`config.mk`:
```
export PLATFORM = sky130hd
export DESIGN_NAME = bhts_ctrl
export DESIGN_NICKNAME = d
export VERILOG_FILES = /design/src/design/bhts_pkg.sv /design/src/design/bhts_ctrl.sv
export SDC_FILE = /design/constraint.sdc
export NUM_CORES = 1
export LEC_CHECK = 0
export ABC_AREA = 1
export BUFFER_PORTS_ARGS = -buffer_cell sky130_fd_sc_hd__buf_2
export CORE_ASPECT_RATIO = 0.6
export CORE_MARGIN = 1.5
export CORE_UTILIZATION = 45
export DETAILED_ROUTE_END_ITERATION = 10
export PLACE_DENSITY = 0.72
export SETUP_SLACK_MARGIN = 0.02
export SLEW_MARGIN = 5
export SYNTH_ARGS = -nofsm -noshare
export SYNTH_HDL_FRONTEND = slang
export SYNTH_SLANG_ARGS = --single-unit
```
`constraint.sdc`:
```
create_clock -name clk -period 1.7 [get_ports clk]
set_clock_uncertainty 0.1 [all_clocks]
set_input_delay 0.17 -clock clk [delete_from_list [all_inputs] [get_ports clk]]
set_output_delay 0.17 -clock clk [all_outputs]
set_load 0.005 [all_outputs]
```
`src/design/bhts_pkg.sv`:
```
// Shared types and codes for the sorted-bucket hash table.
// Used by bhts_ctrl, bhts_dpath and the top level; depends on nothing.
`default_nettype none

package bhts_pkg;

  // Field widths fixed by the interface
  localparam int KEY_W     = 31;
  localparam int ENTRY_W   = KEY_W + 2;
  localparam int BIT_CNT_W = $clog2(KEY_W);

  // Actions
  localparam logic [1:0] ACT_ADD    = 2'd0;
  localparam logic [1:0] ACT_REMOVE = 2'd1;
  localparam logic [1:0] ACT_QUERY  = 2'd2;
  localparam logic [1:0] ACT_RSVD   = 2'd3;

  // Result status codes
  localparam logic [1:0] ST_PLACED = 2'd0;
  localparam logic [1:0] ST_FOUND  = 2'd1;
  localparam logic [1:0] ST_MISS   = 2'd2;
  localparam logic [1:0] ST_FULL   = 2'd3;

  // Slot marks
  localparam logic [1:0] MK_EMPTY = 2'd0;
  localparam logic [1:0] MK_LIVE  = 2'd1;
  localparam logic [1:0] MK_TOMB  = 2'd2;

  // Configuration register indexes and reset values
  localparam logic       CFG_FLOORS = 1'b0;
  localparam logic       CFG_SLOTS  = 1'b1;
  localparam logic [4:0] FLOORS_RST = 5'd16;
  localparam logic [3:0] SLOTS_RST  = 4'd8;

  // Commands from controller to datapath
  typedef struct packed {
    logic       clr;
    logic       load;
    logic       mod_step;
    logic       probe_adv;
    logic       scan_begin;
    logic       scan_rd;
    logic       scan_chk;
    logic       shift_rd;
    logic       shift_wr;
    logic       place;
    logic       srch_rd;
    logic       srch_chk;
    logic       fin;
    logic [1:0] fin_status;
  } dp_cmd_t;

  // Status from datapath to controller
  typedef struct packed {
    logic clr_last;
    logic in_bad;
    logic in_add;
    logic mod_last;
    logic probe_full;
    logic probe_out;
    logic scan_empty;
    logic scan_last;
    logic pos_set;
    logic shift_last;
    logic range_empty;
    logic last_floor;
    logic srch_hit;
    logic srch_tomb;
    logic q_remove;
  } dp_stat_t;

endpackage

`default_nettype wire

```
`src/design/bhts_ctrl.sv`:
```
// Controller state machine for the sorted-bucket hash table.
// Depends on bhts_pkg for command and status structs and codes.
`default_nettype none

module bhts_ctrl (
  input  wire logic               clk,
  input  wire logic               rst,
  input  wire logic               start,
  input  wire bhts_pkg::dp_stat_t stat,
  output bhts_pkg::dp_cmd_t       cmd,
  output logic                    busy
);
  import bhts_pkg::*;

  typedef enum logic [11:0] {
    S_CLEAR     = 12'b0000_0000_0001,
    S_IDLE      = 12'b0000_0000_0010,
    S_MOD       = 12'b0000_0000_0100,
    S_PROBE_RD  = 12'b0000_0000_1000,
    S_PROBE_CHK = 12'b0000_0001_0000,
    S_SCAN_RD   = 12'b0000_0010_0000,
    S_SCAN_CHK  = 12'b0000_0100_0000,
    S_SHIFT_RD  = 12'b0000_1000_0000,
    S_SHIFT_WR  = 12'b0001_0000_0000,
    S_PLACE     = 12'b0010_0000_0000,
    S_SRCH_RD   = 12'b0100_0000_0000,
    S_SRCH_CHK  = 12'b1000_0000_0000
  } state_t;

  state_t state, state_next;

  always_ff @(posedge clk) begin
    if (rst) begin
      state <= S_CLEAR;
    end else begin
      state <= state_next;
    end
  end

  assign busy = (state != S_IDLE);

  // Sequence the operation
  always_comb begin
    cmd        = '0;
    state_next = state;
    unique case (state)
      S_CLEAR: begin
        cmd.clr = 1'b1;
        if (stat.clr_last) state_next = S_IDLE;
      end
      S_IDLE: begin
        if (start) begin
          cmd.load = 1'b1;
          if (stat.in_bad) begin
            cmd.fin        = 1'b1;
            cmd.fin_status = ST_MISS;
          end else if (stat.in_add) begin
            state_next = S_MOD;
          end else begin
            state_next = S_SRCH_RD;
          end
        end
      end
      S_MOD: begin
        cmd.mod_step = 1'b1;
        if (stat.mod_last) state_next = S_PROBE_RD;
      end
      S_PROBE_RD: begin
        state_next = S_PROBE_CHK;
      end
      S_PROBE_CHK: begin
        if (!stat.probe_full) begin
          cmd.scan_begin = 1'b1;
          state_next     = S_SCAN_RD;
        end else if (stat.probe_out) begin
          cmd.fin        = 1'b1;
          cmd.fin_status = ST_FULL;
          state_next     = S_IDLE;
        end else begin
          cmd.probe_adv = 1'b1;
          state_next    = S_PROBE_RD;
        end
      end
      S_SCAN_RD: begin
        cmd.scan_rd = 1'b1;
        state_next  = S_SCAN_CHK;
      end
      S_SCAN_CHK: begin
        cmd.scan_chk = 1'b1;
        if (stat.scan_empty) begin
          state_next = stat.pos_set ? S_SHIFT_RD : S_PLACE;
        end else if (stat.scan_last) begin
          cmd.fin        = 1'b1;
          cmd.fin_status = ST_FULL;
          state_next     = S_IDLE;
        end else begin
          state_next = S_SCAN_RD;
        end
      end
      S_SHIFT_RD: begin
        cmd.shift_rd = 1'b1;
        state_next   = S_SHIFT_WR;
      end
      S_SHIFT_WR: begin
        cmd.shift_wr = 1'b1;
        state_next   = stat.shift_last ? S_PLACE : S_SHIFT_RD;
      end
      S_PLACE: begin
        cmd.place      = 1'b1;
        cmd.fin        = 1'b1;
        cmd.fin_status = ST_PLACED;
        state_next     = S_IDLE;
      end
      S_SRCH_RD: begin
        cmd.srch_rd = 1'b1;
        if (!stat.range_empty) begin
          state_next = S_SRCH_CHK;
        end else if (stat.last_floor) begin
          cmd.fin        = 1'b1;
          cmd.fin_status = ST_MISS;
          state_next     = S_IDLE;
        end
      end
      S_SRCH_CHK: begin
        cmd.srch_chk = 1'b1;
        if (stat.srch_hit) begin
          cmd.fin        = 1'b1;
          cmd.fin_status = (stat.q_remove || !stat.srch_tomb) ? ST_FOUND : ST_MISS;
          state_next     = S_IDLE;
        end else begin
          state_next = S_SRCH_RD;
        end
      end
      default: begin
        state_next = S_IDLE;
      end
    endcase
  end

endmodule

`default_nettype wire

```
==> metrics.md, run 1 <==
| Metric | Value |
|---|---|
| Worst Hold End | state[11] |
| Final WL | between 3000 and 4000 µm |
| CTS tree | done |
| Largest register FFs | 12 |
| Number of diodes | 0 |
| Fmax | around 570 MHz |
| Final setup TNS | -276 ps |
| Area share of the largest cell type after synthesis | around 23% |
| Min-delay worst type | in -> reg |
| DR top layer | met4 |
| Cell Chain, Critical Path | nor2_4, nand2_4, nor3_4, nand3_2, o21ai_2, inv_1, nand4_1, buf_2 |
| Via-to-Cell Ratio | 5.12 |
| Post-Synthesis Cells | 174 |
| Hold path startpoint | stat[4] |
| RSZ-0062 raised after global routing | true |
| Outcome | complete, but fails checks |
| Mapped Area | roughly 1100 µm² |
| Largest Register | state |
| Grt ovf | 0 |
| Critical Path RT | about 1400 ps |
| Slew margin rel. | 74.9% |
| Die Span X | approximately 65 µm |
| WHS Path Cells | 2 |
| Final design utilization | around three quarters |
| Violated checks | negative setup slack |
| Post-Syn Area per Cell | around 6.0 µm² |
| CP Max Fanout | 5 |
| Met1 WL | approximately 1500 µm |
| Simple-Gate Fraction of Synth Area | a little under three fifths |
| Max Slew Vio Count | 0 |
| CP Data Arrival Time | ~1500 ps |
| Drt first pass iters | 4 |
| Crit path launch type | register |
| First-pass GRT wire length | between 5000 and 6000 µm |
| Most frequent cell after synthesis | inv_1 |
| DRC Markers | 0 |
| Largest family of logic cells by synthesized area | simple AND/OR/NAND/NOR gates |
| Slowest CP cell | dfxtp_2 |
| Synth warnings | 0 |
| Crit-path max cell delay | about 340 ps |
| Async S/R FF share, synth | 0% |
| Routed WL per cell | 13.2 µm |
| Critical Path Sink Type | primary output |
| Clk_lat worst skew | between 200 and 250 ps |
| P_leak | between 0.9 and 1 nW |
| DRT iter0 DRCs | ~130 |
| Cell area after layout | between 1500 and 2000 µm² |
| Reg2reg end | state[4] |
| Crit path buffers/inverters | 2 |
| Adder-cell share of the synthesized area | 0% |
| Setup WS post-layout | -67.9 ps |
| # port buffers | 33 |
| Synth Area in Compound Gates | 6.18% |
| Synthesis-to-layout area growth | 51.8% |
| Mux contribution to synthesized area | 0% |
| Power density over the cells | 612 nW/µm² |
| Antenna violations before repair | 0 |
| Final Hold Violating Endpoints | 0 |
| EDFF count, synth | 0 |
| Met3 Routed Length | around 330 µm |
| Total core area | between 2000 and 2500 µm² |
| Inst Count DP | between 200 and 250 |
| Via count of the routed design | 1,311 |
| Syn_nets | ~190 |
| Worst r2r src | state[5] |
| Max Cap Viol | 0 |
| FP Rows | 13 |
| Routability congestion estimate | 0.889 |
| WS Path Type | reg -> out |
| CTS Hold Buffers Added | 0 |
| Fin crit share | 104% |
| Longest Clk Path Bufs | 2 |
| Peak VDD IR | 342 µV |
| Die ar. | around 2600 µm² |
| H-tree levels | 1 |
| Cell Area, Placed | roughly 1300 µm² |
| Top Registers | state (12) |
| Largest area contributor in the netlist | dfxtp_1 |
| I/O Pins | 34 |
| Top_reg_cell synth | dfxtp_1 |
| Non-filler cells, final | between 200 and 300 |
| Nets | approximately 250 |
| Die H | roughly 40 µm |
| Synth unique cells | 24 |
| FF-to-FF path depth | 10 |
| Worst-Margin Slew | 376 ps |
| Share of cells above drive strength 1 | around 50% |
| Largest net degree at the start of global routing | 10 |
| Flop-to-flop setup slack | -30 ps |
| Minimum clock period | roughly 1800 ps |
| Family with the most delay on the worst path | simple AND/OR/NAND/NOR gates |
| Clk sink count | 12 |
| CTS clk-pin slew, worst paths | approximately 60 ps |
| Area contributors post-synth | dfxtp_1 (23%), inv_1 (15%), nand2_1 (12%), nand3_1 (8.1%), nor2_1 (7.5%) |
| Root buf cell | clkbuf_8 |
| Synthesis-stage register bit count | 12 |
| Sequential-to-total area share from yosys stat | 22.8% |
| Detail Route Antenna Nets | 0 |
| WL met2 | 1530 µm |
| XOR/XNOR Fraction of Synth Area | 0% |
| Initial core utilization | approximately half |
| CTS buffer count | 3 |
| Final setup viols | 10 |
| Total GRT Usage | between 20% and 30% |
| Post-synth top cells | inv_1 (42), nand2_1 (33), nor2_1 (21) |
| Vias in the first global route | 1,071 |
| Post-DP HPWL | 2320 µm |
## logic make-up (layout without fill, tap and decap cells)
| group | Yosys count | count (layout) |
|---|---|---|
| AO/OA/AOI/OAI | 11 | 11 |
| buffers and inverters | 44 | 96 |
| flip-flops | 12 | 12 |
| AND/OR/NAND/NOR | 107 | 107 |
## worst reg2reg max path: stages (launching register included)
cell	delay, ps
dfxtp_2	370
nor2_4	50
nand2_4	130
buf_4	130
buf_4	130
nor2_4	40
nand3_2	100
nand2_4	70
nor3b_4	350
nand3b_1	120
inv_1	70
## repair_timing
action                                  in CTS  in global routing
pin swaps                                   16                 15
setup buffers                               10                  5
cloned                                       0                  0
endpoints found under the hold margin        0                  0
gates resized for setup                     20                 31
endpoints found under the setup margin       3                 24
## worst max path at each step
stage | from | end | slack, ps | cells past startpoint
floorplan | state[6] | state[4] | 300 | 7
global placement | state[6] | cmd[2] | 90 | 8
detailed placement | state[6] | cmd[1] | 50 | 8
CTS | state[3] | cmd[2] | -60 | 8
global route | state[4] | cmd[2] | -150 | 8
finish | state[11] | cmd[2] | -70 | 8
## metrics by stage
stage	power (mW)	hold WS [ps]	setup WS [ps]
after floorplan	0.507	139	300
after global placement	0.582	269	86.2
after detailed placement	0.588	276	53.6
after CTS	0.919	21.3	-64.5
after global routing	1.02	44.6	-152
final	0.978	21.7	-67.9
## layout by cell type, fill, tap and decap left out, types with 4 or more instances in the layout
cell type	synthesis	routed
nor3_2	2	4
nor2_4	6	10
nand3_1	17	12
nand3_2	3	8
nand4_1	4	4
nand2_2	4	6
buf_4	0	13
nand2_4	2	6
buf_2	0	31
dfxtp_2	0	9
inv_1	42	35
nand2_1	33	27
nor2_1	21	17
inv_2	0	7
## layout make-up
type / count / area, µm²
Clock buffer: 3 / 41.3
Fill cell: 178 / 582
Inverter: 44 / 168
Multi-Input combinational cell: 118 / 773
Sequential cell: 12 / 251
Tap cell: 30 / 37.5
Timing Repair Buffer: 49 / 327
## per-layer routing
metal / up-vias / GRT usage [%]
met5: - / 0
met4: 0 / 4.17
met3: 2 / 6.18
met2: 64 / 46.4
met1: 603 / 34.4
li1: 642 / -
## where the power goes
group | switching (mW) | internal (mW) | total, mW
Sequential | 0.0170 | 0.297 | 0.314
Combinational | 0.233 | 0.163 | 0.396
Clock | 0.111 | 0.157 | 0.268
Total | 0.361 | 0.617 | 0.978
Power figures use the tool's default switching activity.
==> run 2, diff against run 1 <==
Settings changed: CORE_ASPECT_RATIO 0.6 to not set, CORE_UTILIZATION 45 to 54, PLACE_DENSITY 0.72 to 0.84.
Clock period 1.7 ns to 2.25 ns, I/O delays scaled along.
==> run 2 against run 1 <==
  * The flow now finishes without violations
  * Setup slack better by 330 ps
  * Combinational power shrank 47%
  * Flip-flop and latch count stayed put
  * Clock-buffer cell count increased by 1
  * Routed wire length down 22%
  * Sequential power fell by 26%
  * Non-clock buffer count is 16 lower
  * Global-route usage grew 0.71 points
  * Via count decreased by 11%
  * Utilization fell by 1.2 points
  * First-iteration DRC count decreased by 84%
  * Total power down 36%
==> metrics.md, run 2 (synthesized netlist as in run 1, its figures left out) <==
| Metric | Value |
|---|---|
| Detail Route Antenna Nets | 0 (unchanged) |
| Grt ovf | 0 (unchanged) |
| Critical Path Start | state[11] (unchanged) |
| Slew margin rel. | 78.2% (was 74.9%) |
| H-tree levels | 1 (unchanged) |
| Die Span X | 47.1 µm (was 65.4 µm) |
| Clk sink count | 12 (unchanged) |
| P_leak | 0.818 nW (was 0.922 nW) |
| Number of fillers in the final layout | 168 (was 178) |
| CTS Hold Buffers Added | 0 (unchanged) |
| Synthesis-to-layout area growth | 22.1% (was 51.8%) |
| Reg2reg end | state[8] (was state[4]) |
| CP Max Fanout | 6 (was 5) |
| Outcome | finished, final reports clean (was complete, but fails checks) |
| Power density over the cells | 486 nW/µm² (was 612 nW/µm²) |
| Cts repair resizes | 0 (was 20) |
| Max Slew Vio Count | 0 (unchanged) |
| Setup WS post-layout | 265 ps (was -67.9 ps) |
| Fin crit share | between 80 and 90% |
| DRT iter0 DRCs | 21 (was 128) |
| # port buffers | 33 (unchanged) |
| I/O Pins | 34 (unchanged) |
| Net Switching | 0.227 mW (was 0.361 mW) |
| FP Rows | 15 (was 13) |
| Top Registers | state (12) (unchanged) |
| Drt first pass iters | 4 (unchanged) |
| Min-delay worst type | in -> reg (unchanged) |
| Critical Path RT | 1920 ps (was 1430 ps) |
| Critical Path Sink Type | primary output (unchanged) |
| Dpl ws | 607 ps (was 53.6 ps) |
| Commonest non-fill, non-tap cell in the layout | inv_1 (unchanged) |
| Area of the multi-input gates | 644 µm² (was 773 µm²) |
| Vias in the first global route | 1,056 (was 1,071) |
| Longest Clk Path Bufs | 2 (unchanged) |
| Setup Buffers After CTS | 0 (was 10) |
| Post-DP HPWL | 2160 µm (was 2320 µm) |
| Crit-path max cell delay | 350 ps (was 340 ps) |
| Max Cap Viol | 0 (unchanged) |
| Antenna violations before repair | 0 (unchanged) |
| DRC Markers | 0 (unchanged) |
| FF-to-FF path depth | 8 (was 10) |
| Routed WL per cell | 11.1 µm (was 13.2 µm) |
| CTS clk-pin slew, worst paths | 80 ps (was 60 ps) |
| Slowest CP cell | dfxtp_1 (was dfxtp_2) |
| WHS Path Cells | 2 (unchanged) |
| Via-to-Cell Ratio | 4.96 (was 5.12) |
| CP Depth | 8 (unchanged) |
| Largest net degree at the start of global routing | 10 (unchanged) |
| Via count of the routed design | 1,171 (was 1,311) |
| RSZ-0062 raised after global routing | false (was true) |
| Crit path buffers/inverters | 2 (unchanged) |
| Flop-to-flop setup slack | 660 ps (was -30 ps) |
| Hold path startpoint | stat[4] (unchanged) |
| CTS tree | done (unchanged) |
| Root buf cell | clkbuf_4 (was clkbuf_8) |
| Peak VDD IR | 310 µV (was 342 µV) |
| Clk_lat worst skew | 280 ps (was 240 ps) |
| Cell Chain, Critical Path | nor2_4, nand2_4, nor3_2, nand3_1, o21ai_0, inv_1, nand4_1, buf_2 (was nor2_4, nand2_4, nor3_4, nand3_2, o21ai_2, inv_1, nand4_1, buf_2) |
| WS Path Type | reg -> out (unchanged) |
| Reg area | 240 µm² (was 251 µm²) |
| Clock network fraction of design power | 29.3% (was 27.4%) |
| Worst r2r src | state[2] (was state[5]) |
| Number of diodes | 0 (unchanged) |
| Final setup viols | 0 (was 10) |
| Final setup TNS | 0 ps (was -276 ps) |
| Switching Share | 36.4% (was 36.9%) |
| Total GRT Usage | 27.1% (was 26.4%) |
| Share of cells above drive strength 1 | 28.9% (was 50.0%) |
| Worst Hold End | state[11] (unchanged) |
| Family with the most delay on the worst path | simple AND/OR/NAND/NOR gates (unchanged) |
| CP Data Arrival Time | 1660 ps (was 1500 ps) |
| Largest register FFs | 12 (unchanged) |
| Initial core utilization | 59.0% (was 48.3%) |
| First-pass GRT wire length | 4250 µm (was 5000 µm) |
| Combinational Power Share | 33.5% (was 40.5%) |
| CTS buffer count | 3 (unchanged) |
| Fmax | approximately 500 MHz |
| Crit path launch type | register (unchanged) |
| Die ar. | 2220 µm² (was 2650 µm²) |
| Largest Register | state (unchanged) |
| Final WL | 2630 µm (was 3370 µm) |
| Die H | 47.1 µm (was 40.5 µm) |
| P_int | 0.397 mW (was 0.617 mW) |
| Total core area | 1780 µm² (was 2180 µm²) |
| Seq pwr share | 37.2% (was 32.1%) |
| Final Hold Violating Endpoints | 0 (unchanged) |
| Minimum clock period | approximately 2000 ps |
| Routability congestion estimate | 0.845 (was 0.889) |
| Hold Worst Slack | 29.1 ps (was 21.7 ps) |
| Most frequent cells in the layout | inv_1 (42), nand2_1 (33), buf_2 (33) (was inv_1 (35), buf_2 (31), nand2_1 (27)) |
| Worst-Margin Slew | 324 ps (was 376 ps) |
| Nets | 230 (was 246) |
[run 2: changes by cell type in the layout (fill, tap and decap cells not counted), sizes merged]
cell / delta
buf: -16
clkbuf: +1
[run 2: worst max-delay path by stage]
stage | slack, ps | to
6_report | 260 | cmd[1]
5_1_grt | 90 | cmd[1]
4_1_cts | 260 | cmd[1]
3_5_place_dp | 610 | cmd[1]
3_3_place_gp | 630 | cmd[1]
2_1_floorplan | 830 | cmd[1]
[run 2: cell type report]
cell class / instances / area share, %
Tap cell: 25 / 2.43
Timing Repair Buffer: 33 / 12.9
Clock buffer: 4 / 2.82
Inverter: 44 / 13.0
Sequential cell: 12 / 18.7
Multi-Input combinational cell: 118 / 50.1
[run 2: per-layer routing]
metal | vias up | routed length (µm) | share of wire [%] | global-route usage [%]
li1 | 614 | - | - | -
met1 | 512 | 1170 | 44 | 32.2
met2 | 39 | 1300 | 49 | 47.9
met3 | 6 | 108 | 4.1 | 3.85
met4 | 0 | 53 | 2.0 | 12.2
met5 | - | 0 | 0 | 0
[run 2: through the flow]
stage	util, %	power [mW]	std cells	cell area, µm²
3_5_place_dp	70.0	0.443	232	1250
2_1_floorplan	-	0.383	174	1050
3_3_place_gp	70.0	0.436	232	1250
6_report	72.1	0.624	236	1280
4_1_cts	72.1	0.625	236	1280
5_1_grt	72.1	0.658	236	1280
[run 2: power by group through the flow]
stage	clock network, mW	registers [mW]	logic, mW
floorplan	0	0.235	0.148
global placement	0	0.237	0.199
detailed placement	0	0.237	0.206
CTS	0.185	0.232	0.208
global route	0.194	0.234	0.230
finish	0.183	0.232	0.209
==> run 3, diff against run 2 <==
Settings changed: MAX_ROUTING_LAYER set to met4.
==> run 3 against run 2 <==
  * Clock power about the same
  * Total power down 0.32%
  * First-iteration DRC count unchanged
  * Combinational power about the same
  * Routed wire length down 0.15%
  * Setup slack better by 3.6 ps
  * Final area unchanged
  * Largest power group unchanged
  * Highest routed layer unchanged
==> metrics.md, run 3 (synthesized netlist as in run 1, its figures left out) <==
| Metric | Value |
|---|---|
| H-tree levels | 1 (unchanged) |
| Cell Chain, Critical Path | nor2_4, nand2_4, nor3_2, nand3_1, o21ai_0, inv_1, nand4_1, buf_2 (unchanged) |
| Minimum clock period | 1980 ps (was 1990 ps) |
| Max Slew Vio Count | 0 (unchanged) |
| Longest Clk Path Bufs | 2 (unchanged) |
| Crit-path max cell delay | 350 ps (about the same) |
| Reg area | 240 µm² (unchanged) |
| Largest Register | state (unchanged) |
| Via-to-Cell Ratio | 4.95 (was 4.96) |
| Routability congestion estimate | 0.858 (was 0.845) |
| Final setup TNS | 0 ps (unchanged) |
| Most frequent cells in the layout | inv_1 (42), nand2_1 (33), buf_2 (33) (unchanged) |
| First-pass GRT wire length | 4250 µm (unchanged) |
| Grt ovf | 0 (unchanged) |
| Max Cap Viol | 0 (unchanged) |
| Routed WL per cell | 11.1 µm (about the same) |
| DRT iter0 DRCs | 21 (unchanged) |
| # port buffers | 33 (unchanged) |
| Final setup viols | 0 (unchanged) |
| Peak VDD IR | 310 µV (about the same) |
| RSZ-0062 raised after global routing | false (unchanged) |
| CTS tree | done (unchanged) |
| Critical Path Start | state[11] (unchanged) |
| Cts repair resizes | 0 (unchanged) |
| Area of the multi-input gates | 644 µm² (unchanged) |
| Final WL | 2620 µm (was 2630 µm) |
| WS Path Type | reg -> out (unchanged) |
| CTS buffer count | 3 (unchanged) |
| Die ar. | 2220 µm² (unchanged) |
| Seq pwr share | 37.4% (was 37.2%) |
| Critical Path Sink Type | primary output (unchanged) |
| Detail Route Antenna Nets | 0 (unchanged) |
| Via count of the routed design | 1,169 (was 1,171) |
| I/O Pins | 34 (unchanged) |
| Top Registers | state (12) (unchanged) |
| Slowest CP cell | dfxtp_1 (unchanged) |
| Worst r2r src | state[2] (unchanged) |
| Net Switching | 0.225 mW (was 0.227 mW) |
| P_int | 0.397 mW (about the same) |
| Dpl ws | 607 ps (unchanged) |
| Final Hold Violating Endpoints | 0 (unchanged) |
| CTS Hold Buffers Added | 0 (unchanged) |
| Hold path startpoint | stat[4] (unchanged) |
| Critical Path RT | 1920 ps (about the same) |
| Vias in the first global route | 1,056 (unchanged) |
| Total GRT Usage | 28.0% (was 27.1%) |
| Fin crit share | 88.1% (was 88.2%) |
| Setup Buffers After CTS | 0 (unchanged) |
| Drt first pass iters | 4 (unchanged) |
| Clk_lat worst skew | 280 ps (about the same) |
| Inst Count DP | 232 (unchanged) |
| Clk sink count | 12 (unchanged) |
| Antenna violations before repair | 0 (unchanged) |
| Initial core utilization | 59.0% (unchanged) |
| Power density over the cells | 484 nW/µm² (was 486 nW/µm²) |
| Worst-Margin Slew | 324 ps (unchanged) |
| Crit path launch type | register (unchanged) |
| Non-filler cells, final | 236 (unchanged) |
| Die Span X | 47.1 µm (unchanged) |
| Share of cells above drive strength 1 | 28.9% (unchanged) |
| CTS clk-pin slew, worst paths | 80 ps (about the same) |
| Number of fillers in the final layout | 168 (unchanged) |
| Outcome | finished, final reports clean (unchanged) |
| Total core area | 1780 µm² (unchanged) |
| CP Max Fanout | 6 (unchanged) |
| DRC Markers | 0 (unchanged) |
| Commonest non-fill, non-tap cell in the layout | inv_1 (unchanged) |
| Number of diodes | 0 (unchanged) |
| Root buf cell | clkbuf_4 (unchanged) |
| FP Rows | 15 (unchanged) |
| Clock network fraction of design power | 29.0% (was 29.3%) |
| Setup WS post-layout | 268 ps (was 265 ps) |
| Largest register FFs | 12 (unchanged) |
| Die H | 47.1 µm (unchanged) |
| Switching Share | 36.2% (was 36.4%) |
| Combinational Power Share | 33.6% (was 33.5%) |
| Nets | 230 (unchanged) |
| Largest net degree at the start of global routing | 10 (unchanged) |
| Slew margin rel. | 78.2% (unchanged) |
| Min-delay worst type | in -> reg (unchanged) |
| Synthesis-to-layout area growth | 22.1% (unchanged) |
| Post-DP HPWL | 2160 µm (unchanged) |
| P_leak | 0.818 nW (unchanged) |
| Final design utilization | 72.1% (unchanged) |
| Fmax | 505 MHz (was 504 MHz) |
| CP Data Arrival Time | 1660 ps (about the same) |
[run 3: cell counts in the layout (fill, tap and decap cells not counted)]
No cell type changed its count.
[run 3: stage by stage]
step | hold WS (ps) | total power, mW | area [µm²]
global route | 33.2 | 0.658 | 1280
floorplan | 194 | 0.383 | 1050
detailed placement | 331 | 0.443 | 1250
CTS | 27.1 | 0.625 | 1280
global placement | 322 | 0.436 | 1250
finish | 33.0 | 0.622 | 1280
[run 3: critical path, delay by kind of cell (launching register included)]
family	cells	cell delay [ps]
compound gates	1	90
buf+inv	2	190
flops	1	350
simple gates	5	750
[run 3: final timing paths]
kind | endpoint | slack, ps | cells past startpoint
worst min-delay path | state[11] | 30 | 2
worst max register to register | state[8] | 660 | 8
worst max-delay path | cmd[1] | 270 | 8
worst min register to register | state[10] | 480 | 2
[run 3: cell type report]
type                       count  area share (%)
multi-input combinational    118            50.1
sequential                    12            18.7
inverter                      44            13.0
timing repair buffer          33            12.9
clock buffer                   4            2.82
tap                           25            2.43
[run 3: power groups by stage]
stage                     clock [mW]  sequential [mW]  combinational [mW]
after detailed placement           0            0.237               0.206
after floorplan                    0            0.235               0.148
after CTS                      0.185            0.232               0.208
after global placement             0            0.237               0.199
final                          0.181            0.232               0.209
after global routing           0.194            0.234               0.230
[run 3: routing by layer]
metal | up-vias | part of all wire (%) | global-route usage [%]
li1 | 612 | - | -
met4 | 0 | 1.8 | 12.2
met5 | - | 0 | -
met3 | 6 | 5.0 | 3.85
met1 | 514 | 44 | 32.2
met2 | 37 | 49 | 47.9
